## src/design/tcbt_pkg.sv

```systemverilog
package tcbt_pkg;

  localparam int VTX_W     = 6;
  localparam int CNT_W     = 7;
  localparam int COST_IN_W = 16;
  localparam int SUM_W     = 32;

  localparam logic [SUM_W-1:0] SUM_MAX = '1;

  localparam logic [1:0] CMD_EDGE   = 2'd0;
  localparam logic [1:0] CMD_VERTEX = 2'd1;
  localparam logic [1:0] CMD_READ   = 2'd2;

  localparam logic KIND_TOUR = 1'b0;
  localparam logic KIND_READ = 1'b1;

  typedef struct packed {
    logic                 en;
    logic [VTX_W-1:0]     a;
    logic [VTX_W-1:0]     b;
    logic [COST_IN_W-1:0] cost;
  } cost_wr_t;

  typedef struct packed {
    logic             en;
    logic [VTX_W-1:0] prev;
    logic [VTX_W-1:0] cur;
    logic [VTX_W-1:0] first;
  } cost_rd_t;

  typedef struct packed {
    logic             en;
    logic [CNT_W-1:0] pos;
    logic [VTX_W-1:0] vtx;
    logic             improve;
  } tour_wr_t;

  typedef struct packed {
    logic             en;
    logic [VTX_W-1:0] idx;
  } tour_rd_t;

endpackage

```

## src/design/tcbt_tour_mem.sv

```systemverilog
module tcbt_tour_mem
  import tcbt_pkg::*;
#(
  parameter int MAX_VERTICES = 64
) (
  input  logic             clk,
  input  logic             rst_n,
  input  tour_wr_t         wr,
  input  tour_rd_t         rd,
  output logic [VTX_W-1:0] best_vertex
);

  localparam int TW = $clog2(MAX_VERTICES);

  // two banks; per entry, cur_sel says where the current tour lives and
  // best_sel where the best one lives. Writes always go to the bank best
  // does not use, so a copy on improvement is just best_sel <= cur_sel.
  logic [VTX_W-1:0] bank0 [MAX_VERTICES];
  logic [VTX_W-1:0] bank1 [MAX_VERTICES];

  logic [MAX_VERTICES-1:0] cur_sel_r, cur_sel_nxt;
  logic [MAX_VERTICES-1:0] best_sel_r, best_sel_nxt;

  logic [TW-1:0]    waddr, raddr, ridx_r;
  logic             store, wbank;
  logic [VTX_W-1:0] q0, q1, fwd_r, d0, d1;
  logic             hit0_r, hit1_r, rok_r;

  assign waddr = TW'(wr.pos);
  assign store = wr.en && (int'(wr.pos) < MAX_VERTICES) && (int'(wr.vtx) < MAX_VERTICES);
  assign wbank = ~best_sel_r[waddr];
  assign raddr = TW'(rd.idx);

  always_comb begin
    cur_sel_nxt = cur_sel_r;
    if (store) cur_sel_nxt[waddr] = wbank;
    best_sel_nxt = (wr.en && wr.improve) ? cur_sel_nxt : best_sel_r;
  end

  always_ff @(posedge clk) begin
    if (!rst_n) begin
      cur_sel_r  <= '0;
      best_sel_r <= '0;
    end else begin
      cur_sel_r  <= cur_sel_nxt;
      best_sel_r <= best_sel_nxt;
    end
  end

  always_ff @(posedge clk) begin
    if (store && !wbank) bank0[waddr] <= wr.vtx;
    if (store && wbank) bank1[waddr] <= wr.vtx;
  end

  // read-before-write array; a write in the read cycle is forwarded
  always_ff @(posedge clk) begin
    if (rd.en) begin
      q0     <= bank0[raddr];
      q1     <= bank1[raddr];
      hit0_r <= store && !wbank && (waddr == raddr);
      hit1_r <= store && wbank && (waddr == raddr);
      fwd_r  <= wr.vtx;
      ridx_r <= raddr;
      rok_r  <= int'(rd.idx) < MAX_VERTICES;
    end
  end

  assign d0 = hit0_r ? fwd_r : q0;
  assign d1 = hit1_r ? fwd_r : q1;
  assign best_vertex = rok_r ? (best_sel_r[ridx_r] ? d1 : d0) : '0;

endmodule

```

## config.mk

```make
export PLATFORM = sky130hd
export DESIGN_NAME = tcbt_tour_mem
export DESIGN_NICKNAME = d
export VERILOG_FILES = /design/src/design/tcbt_pkg.sv /design/src/design/tcbt_tour_mem.sv
export SDC_FILE = /design/constraint.sdc
export NUM_CORES = 1
export LEC_CHECK = 0
export BUFFER_PORTS_ARGS = -buffer_cell sky130_fd_sc_hd__buf_4
export CAP_MARGIN = 20
export CORE_UTILIZATION = 45
export CTS_BUF_LIST = sky130_fd_sc_hd__clkbuf_4
export DETAILED_ROUTE_END_ITERATION = 8
export GPL_TIMING_DRIVEN = 0
export PLACE_DENSITY_LB_ADDON = 0.3
export RECOVER_POWER = 25
export SKIP_LAST_GASP = 1
export SYNTH_ARGS = -nofsm -noshare
export SYNTH_HDL_FRONTEND = slang
export SYNTH_SLANG_ARGS = --single-unit
```

## constraint.sdc

```tcl
create_clock -name clk -period 5.2 [get_ports clk]
set_clock_uncertainty 0.15 [all_clocks]
set_input_delay 1.04 -clock clk [delete_from_list [all_inputs] [get_ports clk]]
set_output_delay 1.04 -clock clk [all_outputs]
set_load 0.05 [all_outputs]
```

==> results.cfg, run 1 <==
[yosys]
synth-seq-cells = 922
ys_warn_count = 0
synthesis.nets = 1992
synth_flop_cell = edfxtp_1
synth_seq_area_share_pct = 71.6
synth_area_per_cell_um2 = 18.7
synth_edf_count = 794
syn_inst = 1968
synth.cell_area_um2 = 36900
synthArstFlopShare_pct = 0
synth.distinct_cells = 52

[worst_setup_path]
cp.required_ps = 4010
setup.worst_path.class = flip-flop to primary output
critPathArrivalTime_ps = 3870
worst-path-max-fanout = 6
cp-end-kind = primary output
cp-start-kind = flip-flop

[global_routing]
track_usage_pct = 24.5
globalRoute.totalOverflow = 0
grt_pass1_vias = 21400
grt_max_degree = 130
use_met2_pct = 38.1
use_met1_pct = 33.8
antenna_found_initial = 3
grt_first_pass_wirelength_um = 144000
met3_usage_pct = 5.47
grt_most_used_layer = met2

[hold_path]
hold_class = input pin to flip-flop

[placed_design]
place_congestion = 0.942
dpl.hpwl_um = 67000
dp.cells = 3072
io_buffers = 23

[final_layout]
drive_gt1_share_pct = 30.4
area_growth_pct = 13.6
final_cell_mix = 794 x edfxtp_1, 348 x clkbuf_4, 266 x mux4_2
final_util_pct = 51.8
fin_nets = 2289
layout_commonest_cell = edfxtp_1
finalNonFillerCells = 3505

[timing]
max_freq_mhz = 198
finalCritPeriodShare_pct = 97.3
rsz0062_at_grt = no
setup_violations = 0
timing.final.crit_period_ps = 5060
hold_viol = 0
worstMarginPinSlew_ps = 3750
relSlewSlack_pct = -150
slew_viol_final = 448
tns_ps = 0

[floorplanning]
num_rows = 104
ioPinCount = 30
dieHeight_um = 288
coreArea_um2 = 80800
die_x_um = 288
die_area_um2 = 83100
initial_core_util_pct = 45.6

[detailed_routing]
drt_iter0_drc = 2885
drc_errors = 0
dr.pass1.iters = 7
vias_per_cell = 6.10
wl_um = 99800
via_count = 21400
ant_nets = 0
routedWlPerCell_um = 28.5

[clock_network]
clk_path_buf_depth = 3
path_clk_slew_ps = 70
cts_tree = done
h-tree-depth = 4
clock-root-buffer = clkbuf_4
clock_latency_ps = 1090
cts_sinks = 922
numCtsBuffers = 226

[outcome]
violations = capacitance limit, slew limit
status = finished with violations

[power_and_ir_drop]
p_per_area_nw_per_um2 = 364
irDropWorstVdd_v = 0.000174
p_leak_nw = 13.7

[run]
drv_cap = 8
-- metrics by stage --
| step | hold WS (ps) | total power [W] | instance area, um2 | setup WS, ps |
|---|---|---|---|---|
| after detailed placement | 336 | 0.00927 | 38700 | -436 |
| final | 311 | 0.0153 | 41900 | 142 |
| after CTS | 174 | 0.0153 | 41800 | 10.6 |
| after global routing | 309 | 0.0158 | 41900 | 31.7 |
| after floorplan | 299 | 0.00882 | 36900 | 837 |
| after global placement | 326 | 0.00923 | 38400 | -455 |
-- sequential cells by signal, summed over array words and instances (netlist names) --
register    cells
cur_sel_r      64
hit0_r          1
q0              6
best_sel_r     64
hit1_r          1
ridx_r          6
q1              6
bank1         384
fwd_r           6
bank0         384
-- cells by family after synthesis --
| group | count (synthesis) | share of synthesized area (%) |
|---|---|---|
| and+or+nand+nor | 267 | 3.93 |
| DFF | 922 | 71.6 |
| buffers and inverters | 191 | 2.08 |
| muxes | 311 | 17.5 |
| AOI/OAI and AO/OA | 271 | 4.74 |
| xor gates and xnor gates | 6 | 0.142 |
-- synth_stat cells, drive strengths merged, types with 3 or more instances --
library cell	number	area, um2
edfxtp	794	23800
or2	5	31.3
and3b	3	26.3
a21boi	35	263
or3b	3	26.3
mux2i	34	340
a211oi	8	60.1
and3	5	31.3
nand3b	13	97.6
o31ai	3	22.5
dfxtp	128	2560
nor3b	5	42.5
buf	47	226
o211a	8	80.1
a22o	3	26.3
a21oi	38	190
o21ai	102	510
xor2	4	35.0
clkbuf	110	413
nor2b	39	244
mux4	266	5990
o21a	8	60.1
and2	5	31.3
inv	34	128
or3	29	181
a31oi	30	188
nand2	30	113
o31a	19	166
nor2	24	90.1
mux2	11	124
nand3	20	100
nand4	3	18.8
nor3	82	410
-- layer usage --
layer	wire length (um)	part of all wire (%)
met4	3220	3.2
met2	47000	47
met1	39900	40
met5	0	0
met3	9650	9.7
-- area by class of cell --
class	count	area, um2
plain buffers	154	633
clock inverters	65	418
well taps	1060	1330
diodes	6	15.0
inverters	34	128
multi-input cells	855	9720
repair buffers	72	723
fillers	6555	38900
clock buffers	337	2530
flip-flops and latches	922	26400
-- worst paths after layout --
kind	cells past startpoint	endpoint	from	slack (ps)
max	8	best_vertex[3]	ridx_r[1]	140
min	2	best_sel_r[8]	rst_n	310
min reg2reg	2	best_sel_r[50]	best_sel_r[50]	340
max reg2reg	8	bank0[47][4]	best_sel_r[5]	920
-- report_power, final --
group          total (W)  switching (W)  internal, W
Combinational    0.00102       0.000640     0.000379
Clock            0.00610        0.00290      0.00320
Sequential       0.00813      0.0000407      0.00809
-- worst max-delay path, cell delays in order, from the launching register on --
cell	delay [ps]
edfxtp_1	370
buf_12	130
mux4_2	490
mux4_2	520
or3_1	370
o2111ai_4	130
buf_12	180
mux2i_1	310
buf_4	260
-- repair_timing --
action	CTS	global route
buffers inserted	5	2
hold buffers	6	0
endpoints found under the setup margin	6	1
pin swaps	0	1
resized for setup	3	0
hold endpoints to repair	6	0
Note: power is estimated with default switching activity, not from simulation.
==> run 2: changes to the inputs <==
CORE_UTILIZATION = 50   (was 45)
REMOVE_ABC_BUFFERS = 1   (was not set)
TNS_END_PERCENT = 1   (was not set)
==> results.cfg, run 2 (same netlist as run 1, synthesis figures left out) <==
[outcome]
status = finished with violations
violations = capacitance limit, slew limit

[timing]
tns_ps = 0
hold_ws_ps = 335
setup_violations = 0
max_freq_mhz = 198
worstMarginPinSlew_ps = 3820
timing.final.crit_period_ps = 5050
slew_viol_final = 904
layout_setup_ws_ps = 149
finalCritPeriodShare_pct = 97.1
hold_viol = 0
relSlewSlack_pct = -154

[placed_design]
io_buffers = 29
place_congestion = 0.819
dpl.hpwl_um = 48800
dp.cells = 2821
dpl_worst_slack_ps = 280

[final_layout]
fin_nets = 2130
fillerInstances = 5485
multi_input_area_um2 = 9740
layout_commonest_cell = edfxtp_1
top_regs = bank0 x384, bank1 x384
final_cell_mix = 794 x edfxtp_1, 343 x clkbuf_4, 266 x mux4_2
finalNonFillerCells = 3252
seqCellArea_um2 = 26400
drive_gt1_share_pct = 31.4
area_growth_pct = 11.5

[clock_network]
cts_sinks = 922
cts_tree = done
path_clk_slew_ps = 70
clk_path_buf_depth = 3
h-tree-depth = 4
cts_resized = 0
numCtsBuffers = 224
clock-root-buffer = clkbuf_4
clock_latency_ps = 1070

[worst_setup_path]
cp_slowest_cell = edfxtp_1
cp.required_ps = 4010
critPathMaxStageDelay_ps = 740
r2r-start = best_sel_r[5]
startpoint = ridx_r[0]
critPathArrivalTime_ps = 3860
cp-start-kind = flip-flop
setup.worst_path.class = flip-flop to primary output
critical_path.cell_chain = mux4_2 > mux2_2 > o22ai_1 > a31oi_1 > o2111ai_2 > mux2i_1 > buf_4
worst-path-max-fanout = 11
cp-end-kind = primary output

[global_routing]
globalRoute.totalOverflow = 0
track_usage_pct = 22.5
grt_first_pass_wirelength_um = 124000
grt_max_degree = 130
antenna_found_initial = 8
grt_pass1_vias = 20100

[floorplanning]
die_area_um2 = 74800
num_rows = 99
ioPinCount = 30
dieHeight_um = 274
die_x_um = 274
coreArea_um2 = 73000
initial_core_util_pct = 50.5

[power_and_ir_drop]
power_frac_clock_pct = 39.5
p_per_area_nw_per_um2 = 363
p_switching_w = 0.00340
irDropWorstVdd_v = 0.000269
combPwrFrac_pct = 6.1
fin_total_pwr_w = 0.0149
p_leak_nw = 13.5
p_int_w = 0.0115
switching_share_pct = 22.8
pwr-share-seq_pct = 54.4

[detailed_routing]
wl_um = 81600
dr.pass1.iters = 5
routedWlPerCell_um = 25.1
via_count = 19500
drt_iter0_drc = 1749
vias_per_cell = 5.99
ant_nets = 0
drc_errors = 0

[run]
drv_cap = 16

[hold_path]
hold_class = flip-flop to flip-flop
hp-start = best_sel_r[55]
run 2: cell types whose count changed in the layout (fill, tap and decap cells not counted), moves of 3 or more:
cell | before | now
buf_16 | 7 | 10
bufinv_16 | 5 | 2
nand2_2 | 0 | 4
nand2_1 | 30 | 26
inv_2 | 1 | 4
dlygate4sd3_1 | 6 | 0
clkbuf_2 | 2 | 6
buf_4 | 18 | 22
buf_1 | 11 | 0
clkbuf_1 | 118 | 12
buf_2 | 41 | 6
clkbuf_4 | 348 | 343
run 2: routing by layer:
metal	vias to the layer above	part of all wire [%]	global-route usage, %
met5	-	0.11	0
met4	12	2.0	7.41
met3	142	8.4	6.56
met2	757	48	35.3
met1	10100	41	30.4
li1	8503	-	-
run 2: area by class of cell:
class                      instances  share of cell area, %
inverter                          34                  0.310
multi-input combinational        855                   23.7
timing repair buffer              69                   1.75
clock inverter                    65                  0.828
tap                              959                   2.92
sequential                       922                   64.2
antenna                            8                 0.0487
clock buffer                     340                   6.21
run 2: path summary, 6_finish.rpt:
check	endpoint	slack (ps)	cells past startpoint
max	best_vertex[4]	150	7
min reg2reg	best_sel_r[55]	340	2
max reg2reg	bank0[21][0]	1560	7
min	best_sel_r[55]	340	2
run 2: stage by stage:
| stage | instance area [um2] | utilization [%] |
|---|---|---|
| 2_1_floorplan | 36200 | - |
| 3_3_place_gp | 37700 | 51.6 |
| 3_5_place_dp | 38200 | 52.3 |
| 4_1_cts | 41100 | 56.3 |
| 5_1_grt | 41100 | 56.3 |
| 6_report | 41100 | 56.3 |
run 2: repair_timing:
| action | 4_1_cts | 5_1_grt |
|---|---|---|
| hold buffers | 0 | 0 |
| setup buffers | 5 | 0 |
| setup endpoints to repair | 6 | 0 |
run 2: power by group through the flow:
| stage | clock [W] | sequential [W] | combinational, W |
|---|---|---|---|
| 2_1_floorplan | 0 | 0.00827 | 0.000434 |
| 3_5_place_dp | 0 | 0.00829 | 0.000886 |
| 5_1_grt | 0.00643 | 0.00813 | 0.000958 |
| 4_1_cts | 0.00604 | 0.00812 | 0.000900 |
| 3_3_place_gp | 0 | 0.00829 | 0.000852 |
| 6_report | 0.00590 | 0.00813 | 0.000904 |
run 2: critical path: cells and delay by family, from the launching register on:
family,cells,cell delay (ps)
compound gates,3,580
flops,1,740
mux,3,1230
buf+inv,1,250
==> run 3: changes to the inputs <==
CORE_UTILIZATION = 45   (was 50)
==> results.cfg, run 3 (same netlist as run 1, synthesis figures left out) <==
[outcome]
status = finished with violations
violations = DRC, capacitance limit, slew limit

[final_layout]
fin_nets = 2127
top_regs = bank0 x384, bank1 x384
area_growth_pct = 11.9
fin_area_um2 = 41300
fillerInstances = 6575
drive_gt1_share_pct = 29.9
finalNonFillerCells = 3362
final_cell_mix = 794 x edfxtp_1, 316 x clkbuf_4, 266 x mux4_2
layout_commonest_cell = edfxtp_1

[clock_network]
clk_path_buf_depth = 3
cts_tree = done
path_clk_slew_ps = 80
clock-root-buffer = clkbuf_4
numCtsBuffers = 223
cts_hold_buf = 0
h-tree-depth = 4
cts_sinks = 922
clock_latency_ps = 1130

[floorplanning]
die_area_um2 = 83100
ioPinCount = 30
coreArea_um2 = 80800
dieHeight_um = 288
initial_core_util_pct = 45.6
num_rows = 104
die_x_um = 288

[placed_design]
io_buffers = 29
dpl.hpwl_um = 49400
place_congestion = 0.799
dpl_worst_slack_ps = -195
placed_cell_area_um2 = 38400
dp.cells = 2926

[worst_setup_path]
critPathArrivalTime_ps = 3830
r2r_cells = 9
r2r-start = best_sel_r[4]
cp-end-kind = primary output
startpoint = ridx_r[1]
cp.required_ps = 4010
cp-start-kind = flip-flop
worst-path-max-fanout = 6
setup.worst_path.class = flip-flop to primary output

[power_and_ir_drop]
p_switching_w = 0.00346
fin_total_pwr_w = 0.0149
irDropWorstVdd_v = 0.000200
combPwrFrac_pct = 6.1
p_per_area_nw_per_um2 = 361
switching_share_pct = 23.3
pwr-share-seq_pct = 54.6
p_int_w = 0.0114
p_leak_nw = 13.4
power_frac_clock_pct = 39.3

[detailed_routing]
dr.pass1.iters = 7
routedWlPerCell_um = 24.3
via_count = 19300
wl_um = 81700
vias_per_cell = 5.73
drc_errors = 6
ant_nets = 0
drt_iter0_drc = 1683

[timing]
setup_violations = 0
max_freq_mhz = 199
timing.final.crit_period_ps = 5020
relSlewSlack_pct = -148
worstMarginPinSlew_ps = 3720
layout_setup_ws_ps = 179
hold_viol = 0
tns_ps = 0
finalCritPeriodShare_pct = 96.6
slew_viol_final = 775

[global_routing]
grt_pass1_vias = 20000
globalRoute.totalOverflow = 0
grt_max_degree = 129
track_usage_pct = 20.1
grt_first_pass_wirelength_um = 123000
antenna_found_initial = 7

[hold_path]
holdPathStages = 2
hold_class = input pin to flip-flop
hp-start = rst_n

[run]
drv_cap = 14
==> run 3: cell types whose count changed in the layout (fill, tap and decap cells not counted), moves of 3 or more <==
cell      delta
clkbuf_4    -27
buf_4        +3
diode_2      +3
inv_2        -4
clkinv_2     -6
clkinv_1    +40
==> run 3: worst paths after layout <==
check / to / slack (ps)
worst max-delay path: best_vertex[4] / 180
worst min-delay path: best_sel_r[51] / 290
worst max register to register: bank0[35][5] / 940
worst min register to register: best_sel_r[52] / 340
==> run 3: timing repair <==
item / in CTS / in global routing
setup buffers: 7 / 0
setup endpoints to repair: 6 / 2
gates resized for setup: 0 / 1
hold endpoints to repair: 0 / 0
==> run 3: area by class of cell <==
cell class                 count  area (um2)  area share (%)
antenna                       11        27.5          0.0667
clock buffer                 315        2360            5.73
clock inverter                98         504            1.22
inverter                      34         128           0.309
multi-input combinational    855        9750            23.6
sequential                   922       26400            64.0
tap                         1060        1330            3.21
timing repair buffer          67         752            1.82
==> run 3: layer usage <==
layer / up-vias / track usage (%) / wire [um]
met2: 640 / 31.1 / 39300
li1: 8507 / - / -
met1: 9975 / 27.8 / 35000
met4: 6 / 7.09 / 1690
met3: 127 / 5.11 / 5780
met5: - / 0 / 42
==> run 3: metrics by stage <==
stage | hold slack (ps) | util (%)
3_3_place_gp | 320 | 46.8
4_1_cts | 92.2 | 51.1
5_1_grt | 213 | 51.1
2_1_floorplan | 299 | -
3_5_place_dp | 331 | 47.5
6_report | 290 | 51.1
==> run 3: power groups by stage <==
stage / registers, W / logic, W / clock network, W
2_1_floorplan: 0.00827 / 0.000434 / 0
3_3_place_gp: 0.00829 / 0.000862 / 0
3_5_place_dp: 0.00829 / 0.000902 / 0
4_1_cts: 0.00811 / 0.000921 / 0.00599
5_1_grt: 0.00813 / 0.000971 / 0.00635
6_report: 0.00813 / 0.000912 / 0.00584
==> run 3: critical path: stages, from the launching register on <==
cell and delay, ps:
edfxtp_1 330, buf_4 170, mux4_2 520, mux4_2 490
or3_1 360, o2111ai_4 260, mux2i_1 320, buf_4 240
